$ cat src/hdl/qvu_pkg.sv
// qvu_pkg: shared types and constants for the tabular q value update unit
// no dependencies; imported by qvu_qtable, qvu_arith and the top level
`default_nettype none

package qvu_pkg;

    // default table geometry
    localparam int DEF_NUM_STATES  = 256;
    localparam int DEF_NUM_ACTIONS = 8;

    // fixed field widths
    localparam int STATE_IN_W  = 8;
    localparam int ACTION_IN_W = 3;
    localparam int Q_W         = 32;
    localparam int BEST_W      = 31;
    localparam int FRAC_W      = 16;
    localparam int CFG_IDX_W   = 2;

    // configuration register indexes
    localparam logic [CFG_IDX_W-1:0] CFG_LEARNING_RATE   = 2'd0;
    localparam logic [CFG_IDX_W-1:0] CFG_DISCOUNT_FACTOR = 2'd1;

    // configuration reset values
    localparam logic [FRAC_W-1:0] ALPHA_RESET = 16'd6554;
    localparam logic [FRAC_W-1:0] GAMMA_RESET = 16'd58982;

    // sequencer states
    typedef enum logic [3:0] {
        ST_CLEAR,
        ST_IDLE,
        ST_SCAN,
        ST_QREAD,
        ST_MUL1,
        ST_SUB,
        ST_MUL2,
        ST_SAT,
        ST_WRITE,
        ST_OUT
    } t_state;

    // stage enables from the sequencer to the arithmetic unit
    typedef struct packed {
        logic accept;
        logic cmp;
        logic mul1;
        logic sub;
        logic mul2;
        logic sat;
    } t_arith_ctl;

endpackage

`default_nettype wire

$ cat src/hdl/qvu_arith.sv
// qvu_arith: row maximum tracking and the q update arithmetic with saturation
// depends on qvu_pkg
`default_nettype none

module qvu_arith
    import qvu_pkg::*;
#(
    parameter int AW = 3
) (
    input  wire logic                    i_clk,
    input  wire t_arith_ctl              i_ctl,
    input  wire logic [FRAC_W-1:0]       i_alpha,
    input  wire logic [FRAC_W-1:0]       i_gamma,
    input  wire logic signed [Q_W-1:0]   i_reward,
    input  wire logic [Q_W-1:0]          i_rd_data,
    input  wire logic [AW-1:0]           i_cmp_idx,
    output logic [AW-1:0]                o_best_idx,
    output logic [BEST_W-1:0]            o_best_val,
    output logic signed [Q_W-1:0]        o_new_q
);

    localparam logic signed [35:0] SAT_MAX = 36'sh0_7FFF_FFFF;
    localparam logic signed [35:0] SAT_MIN = 36'shF_8000_0000;

    logic signed [Q_W-1:0]   r_reward;
    logic signed [Q_W-1:0]   r_q;
    logic [BEST_W+FRAC_W-1:0] r_gprod;
    logic signed [33:0]      r_diff;
    logic signed [50:0]      r_sprod;
    logic signed [33:0]      w_diff;
    logic signed [35:0]      w_sum;
    logic                    w_better;

    // new row entry beats the running best
    assign w_better = $signed(i_rd_data) > $signed({1'b0, o_best_val});

    // target minus old entry, full width
    assign w_diff = 34'(r_reward) + $signed({3'b000, r_gprod[BEST_W+FRAC_W-1:FRAC_W]})
                  - 34'(r_q);

    // old entry plus floored step
    assign w_sum = 36'(r_q) + 36'(r_sprod >>> FRAC_W);

    // row scan, first index wins on a tie
    always_ff @(posedge i_clk) begin
        if (i_ctl.accept) begin
            r_reward   <= i_reward;
            o_best_val <= '0;
            o_best_idx <= '0;
        end else if (i_ctl.cmp && w_better) begin
            o_best_val <= i_rd_data[BEST_W-1:0];
            o_best_idx <= i_cmp_idx;
        end
    end

    // update pipeline, one register per step
    always_ff @(posedge i_clk) begin
        if (i_ctl.mul1) begin
            r_q     <= $signed(i_rd_data);
            r_gprod <= {{BEST_W{1'b0}}, i_gamma} * {{FRAC_W{1'b0}}, o_best_val};
        end
        if (i_ctl.sub) begin
            r_diff <= w_diff;
        end
        if (i_ctl.mul2) begin
            r_sprod <= 51'($signed({1'b0, i_alpha})) * 51'(r_diff);
        end
        if (i_ctl.sat) begin
            priority if (w_sum > SAT_MAX) begin
                o_new_q <= SAT_MAX[Q_W-1:0];
            end else if (w_sum < SAT_MIN) begin
                o_new_q <= SAT_MIN[Q_W-1:0];
            end else begin
                o_new_q <= w_sum[Q_W-1:0];
            end
        end
    end

endmodule

`default_nettype wire

$ cat config.mk
export PLATFORM = sky130hd
export DESIGN_NAME = qvu_arith
export DESIGN_NICKNAME = d
export VERILOG_FILES = /design/src/hdl/qvu_pkg.sv /design/src/hdl/qvu_arith.sv
export SDC_FILE = /design/constraint.sdc
export NUM_CORES = 2
export LEC_CHECK = 0
export ABC_CLOCK_PERIOD_IN_PS = 17600
export BUFFER_PORTS_ARGS = -buffer_cell sky130_fd_sc_hd__buf_2
export CAP_MARGIN = 25
export CORE_UTILIZATION = 54
export CTS_CLUSTER_DIAMETER = 50
export DETAILED_ROUTE_END_ITERATION = 8
export GPL_ROUTABILITY_DRIVEN = 0
export PLACE_DENSITY_LB_ADDON = 0.15
export RECOVER_POWER = 25
export SLEW_MARGIN = 25
export SYNTH_ARGS = -nofsm -noshare
export SYNTH_HDL_FRONTEND = slang
export SYNTH_SLANG_ARGS = --single-unit
$ cat constraint.sdc
create_clock -name i_clk -period 17.6 [get_ports i_clk]
set_clock_uncertainty 0.15 [all_clocks]
set_input_delay 0 -clock i_clk [delete_from_list [all_inputs] [get_ports i_clk]]
set_output_delay 0 -clock i_clk [all_outputs]
set_load 0.005 [all_outputs]
**Word level (Yosys, flattened, before mapping)**

Cells that the tools add are included.
W data, S select, Z words.

- Output and inout bits: 66
- Word-level logic and storage cells: 18
- Input bits: 106
- Flip-flop bits (word level): 262

- Order comparisons: 3
- Reductions and logical operators: 1
- Add/sub/neg operators: 3
- $mul: 2
- Muxes and demuxes: 1

Operator list:

| cell | count |
|---|---|
| $mul A17 B34 Y51 | 1 |
| $mul A16 B31 Y47 | 1 |
| $add A32 B35 Y36 | 1 |
| $gt A36 B32 Y1 const B | 1 |
| $lt A36 B32 Y1 const B | 1 |
| $sub A33 B32 Y34 | 1 |
| $add A32 B32 Y33 | 1 |
| $gt A32 B32 Y1 | 1 |
| $mux W32 | 1 |
| $logic_and A1 B1 Y1 | 1 |

**Longest topological paths before layout**

- Depth in word-level cells: 3
- Gate-level depth with buffers: 25
- Gate-level depth less buffers: 24

**Least setup slack after synthesis**

OpenSTA, ideal clock, no wires.

- Path kind: register -> register
- Start: reg o_best_val[18]
- End: reg r_gprod[44], data pin
- Required time: 17.191 ns
- Slack: 10.710 ns
- Path buffers: 1
- Clock period less this slack: 6.890 ns
- Stages on the path, launching flop included: 23
- Arrival: 6.482 ns
- Library setup time: 0.259 ns
- Cells stage by stage: dfxtp_1 clkbuf_1 nand2_1 fa_1 fa_1 fa_1 inv_1 fa_1 fa_1 inv_1 fa_1 inv_1 ha_1 a21o_1 a221o_1 a31o_1 a211o_1 a211o_1 a31oi_4 nor2b_1 o31a_1 a311o_1 xor2_1

- Longest elaborated chain between the ends: 1

Ends and longest elaborated chain:

| element | line | RTL |
|---|---|---|
| start, declared | qvu_arith.sv:18 | `output logic [BEST_W-1:0] o_best_val,` |
| start signal, assigned | qvu_arith.sv:51 | `o_best_val <= i_rd_data[BEST_W-1:0];` |
| $mul A16 B31 Y47 | qvu_arith.sv:60 | `r_gprod <= {{BEST_W{1'b0}}, i_gamma} * {{FRAC_W{1'b0}}, o_best_val};` |
| end signal, assigned | qvu_arith.sv:60 |  |
| end, declared | qvu_arith.sv:27 | `logic [BEST_W+FRAC_W-1:0] r_gprod;` |

Every way passes these cells.
A chain may end at the register's enable or synchronous reset.

**Worst setup path in the final report**

- Start: reg r_diff[10]
- End: reg r_sprod[43], data pin

- Longest elaborated chain between the ends: 1

Ends and longest elaborated chain:

| element | line | RTL |
|---|---|---|
| start, declared | qvu_arith.sv:28 | `logic signed [33:0] r_diff;` |
| start signal, assigned | qvu_arith.sv:63 | `r_diff <= w_diff;` |
| $mul A17 B34 Y51 | qvu_arith.sv:66 | `r_sprod <= 51'($signed({1'b0, i_alpha})) * 51'(r_diff);` |
| end signal, assigned | qvu_arith.sv:66 |  |
| end, declared | qvu_arith.sv:29 | `logic signed [50:0] r_sprod;` |

Every way passes these cells.

==> results.yml <==
clock_network:
  cts-root-buf: "clkbuf_16"
  post-cts-setup-buffers: 0
  path_clk_slew_ns: 0.06
  cts_tree: "built"
  cts_max_level: 1
  cts_buffers: 31
  cts_hold_buf: 105
  post_cts_resized: 0
  clock-sinks: 230
  clock_path_buffers: 3
  clk_latency_ns: 0.58
timing:
  finalMaxSlewViolations: 132
  tns_ns: 0
  finalCritPeriodShare_pct: 43.4
  hold_violations: 0
  period_needed_ns: 7.64
  setup_viol: 0
  hold_ws_ns: 0.0605
  rsz0062_at_grt: "no"
  worst_slew_pin_slew_ns: 3.27
  slew_headroom_pct: -118
  fmax_mhz: 131
layout:
  synthToLayoutAreaGrowth_pct: 7.95
  nNetsFinal: 6420
  fin_util_pct: 59.2
  drive_gt1_share_pct: 4.34
  fillers: 7384
worst_setup_path:
  max_stage_delay_ns: 0.73
  crit_buf_inv: 1
  arrival_ns: 7.83
  end_kind: "register"
  worstSetupPathType: "reg2reg"
  worstPathRequired_ns: 17.79
  crit_family: "adder cells"
  crit_path_start_kind: "register"
  critPathMaxFanout: 16
  path_common_cell: "fa_1"
  cp_slowest_cell: "edfxtp_1"
  path_cells: "nand2_1 > fa_1 > fa_1 > fa_1 > fa_1 > inv_1 > fa_1 > fa_1 > ha_1 > a21o_1 > or4_1 > o32ai_2 > o21ai_1 > a21oi_1 > a41oi_1 > o311a_1 > a211oi_2 > o21bai_1 > xor2_1"
global_routing:
  met1_usage_pct: 38.3
  antenna_found_initial: 1
  overflow: 0
  busiest_layer: "met2"
  grt_max_degree: 67
  grt_pass1_wl_um: 194000
  grt_util_met3_pct: 3.90
  use_met2_pct: 49.3
  grt_pass1_vias: 35500
  grt_use_total_pct: 29.0
synthesis:
  syn_nets: 6280
  synth-edff-count: 196
  yosysWarnings: 0
  seq_area_frac_synth_pct: 14.3
  syn-cell-area_um2: 46000
  synth_area_per_cell_um2: 9.42
  ys_ff_latch: 230
  synth.distinct_cells: 76
  synth_ff_type: "edfxtp_1"
  synth_cells: 4888
  ys_async_sr_fraction_pct: 0
drt:
  drc: 0
  post_drt_wl_per_cell_um: 19.3
  vias: 33100
  wl_um: 119000
  dr.first_iter.drc_count: 2136
  ant_nets: 0
  via_per_inst: 5.34
  first_pass_iters: 5
floorplanning:
  die_x_um: 294
  ios: 172
  core_region_area_um2: 84000
  fp-row-count: 106
  initial_core_util_pct: 54.8
  chipHeight_um: 294
  dieArea_um2: 86400
outcome:
  violations: "max-capacitance violations, max-slew violations"
  run_status: "finished, violations left"
flow_run:
  max-cap-violations: 3
placement:
  port_buffers: 171
  dp_hpwl_um: 92900
min_path:
  hp-class: "in2reg"
==> worst paths after layout <==
path	start	to	slack (ns)	depth (start not counted)
max	r_diff[10]$_DFFE_PP_	r_sprod[43]$_DFFE_PP_	9.96	19
min	i_cmp_idx[0]	o_best_idx[0]$_SDFFE_PP0P_	0.06	4
max reg2reg	r_diff[10]$_DFFE_PP_	r_sprod[43]$_DFFE_PP_	9.96	19
min reg2reg	o_best_idx[0]$_SDFFE_PP0P_	o_best_idx[0]$_SDFFE_PP0P_	0.36	2
==> per-stage QoR <==
stage / worst slack [ns] / instance area [um^2] / std cells
after floorplan: 10.71 / 46000 / 4888
after global routing: 9.66 / 49700 / 6185
after detailed placement: 9.98 / 47700 / 6024
final: 9.96 / 49700 / 6185
after global placement: 10.07 / 47700 / 6024
after CTS: 10.0 / 49700 / 6184
==> layer usage <==
layer,wire length [um],vias to the layer above
met2,58700,1007
met5,0,-
met3,7340,179
met4,3960,0
li1,-,15000
met1,49400,16900
==> sequential cells by signal, summed over array words and instances (netlist names) <==
signal / cells
r_diff: 34
r_sprod: 35
o_best_idx: 3
o_new_q: 32
r_reward: 32
r_q: 32
o_best_val: 31
r_gprod: 31
==> tightest hold or removal path, stage by stage <==
cell           delay [ns]
dlygate4sd3_1        0.52
buf_2                0.09
mux2i_1              0.05
nor2_1               0.08
==> placed cells by master (no fill, tap or decap), drive strengths merged, types with 37 or more instances in the layout <==
cell type,Yosys,final
mux2i,37,37
xnor2,87,87
nor2,101,101
xor2,42,42
edfxtp,196,196
o21ai,86,86
clkbuf,180,77
ha,336,336
and2,396,396
a21o,87,87
inv,1205,1213
buf,11,150
a21oi,139,139
dlygate4sd3,0,105
nand2,709,709
fa,950,950
==> Yosys cell counts (5+ instances only) <==
cell type | number | share of area (%)
nor4_1 | 6 | 0.082
clkbuf_1 | 180 | 1.5
a31oi_1 | 10 | 0.14
inv_1 | 1205 | 9.8
o2111ai_1 | 5 | 0.095
a211oi_1 | 6 | 0.098
or3_1 | 7 | 0.095
o21ai_0 | 64 | 0.70
mux2i_1 | 37 | 0.80
a21o_1 | 87 | 1.4
a211o_1 | 7 | 0.13
o211ai_1 | 10 | 0.16
nand2b_1 | 12 | 0.16
nand4_1 | 23 | 0.31
ha_1 | 336 | 9.1
a221oi_1 | 5 | 0.095
xnor2_1 | 87 | 1.7
nor2b_1 | 15 | 0.20
a21oi_1 | 137 | 1.5
nand2_1 | 708 | 5.8
and4_1 | 7 | 0.13
o31ai_1 | 5 | 0.082
o21bai_1 | 27 | 0.44
and2_1 | 396 | 5.4
edfxtp_1 | 196 | 13
xor2_1 | 42 | 0.80
o21ai_1 | 21 | 0.23
a2111oi_0 | 5 | 0.095
and3_1 | 11 | 0.15
fa_1 | 950 | 41
nor2_1 | 101 | 0.82
o21a_1 | 18 | 0.29
nand3_1 | 30 | 0.33
nor3_1 | 19 | 0.21
dfxtp_1 | 34 | 1.5
buf_4 | 6 | 0.098
==> logic make-up (layout without fill, tap and decap cells) <==
kind of cell,Yosys count,after routing,share of synthesized area (%)
simple gates,1349,1349,13.9
fa+ha+maj,1286,1286,50.5
flops,230,230,14.3
mux,37,37,0.805
other cells,0,1,0
xor+xnor,129,129,2.45
buf+inv,1396,1558,11.5
compound gates,461,461,6.65
==> layout make-up <==
cell class | count | area (um^2) | area share, %
antenna | 1 | 2.50 | 0.00504
clock buffer | 34 | 787 | 1.58
clock inverter | 21 | 179 | 0.360
inverter | 1205 | 4520 | 9.10
multi-input combinational | 3262 | 34200 | 68.8
sequential | 230 | 6570 | 13.2
tap | 1134 | 1420 | 2.86
timing repair buffer | 298 | 2020 | 4.06
Power is left out: the tool's default activity adds up to more than one toggle a clock period on the data nets, which glitch-free logic cannot reach.
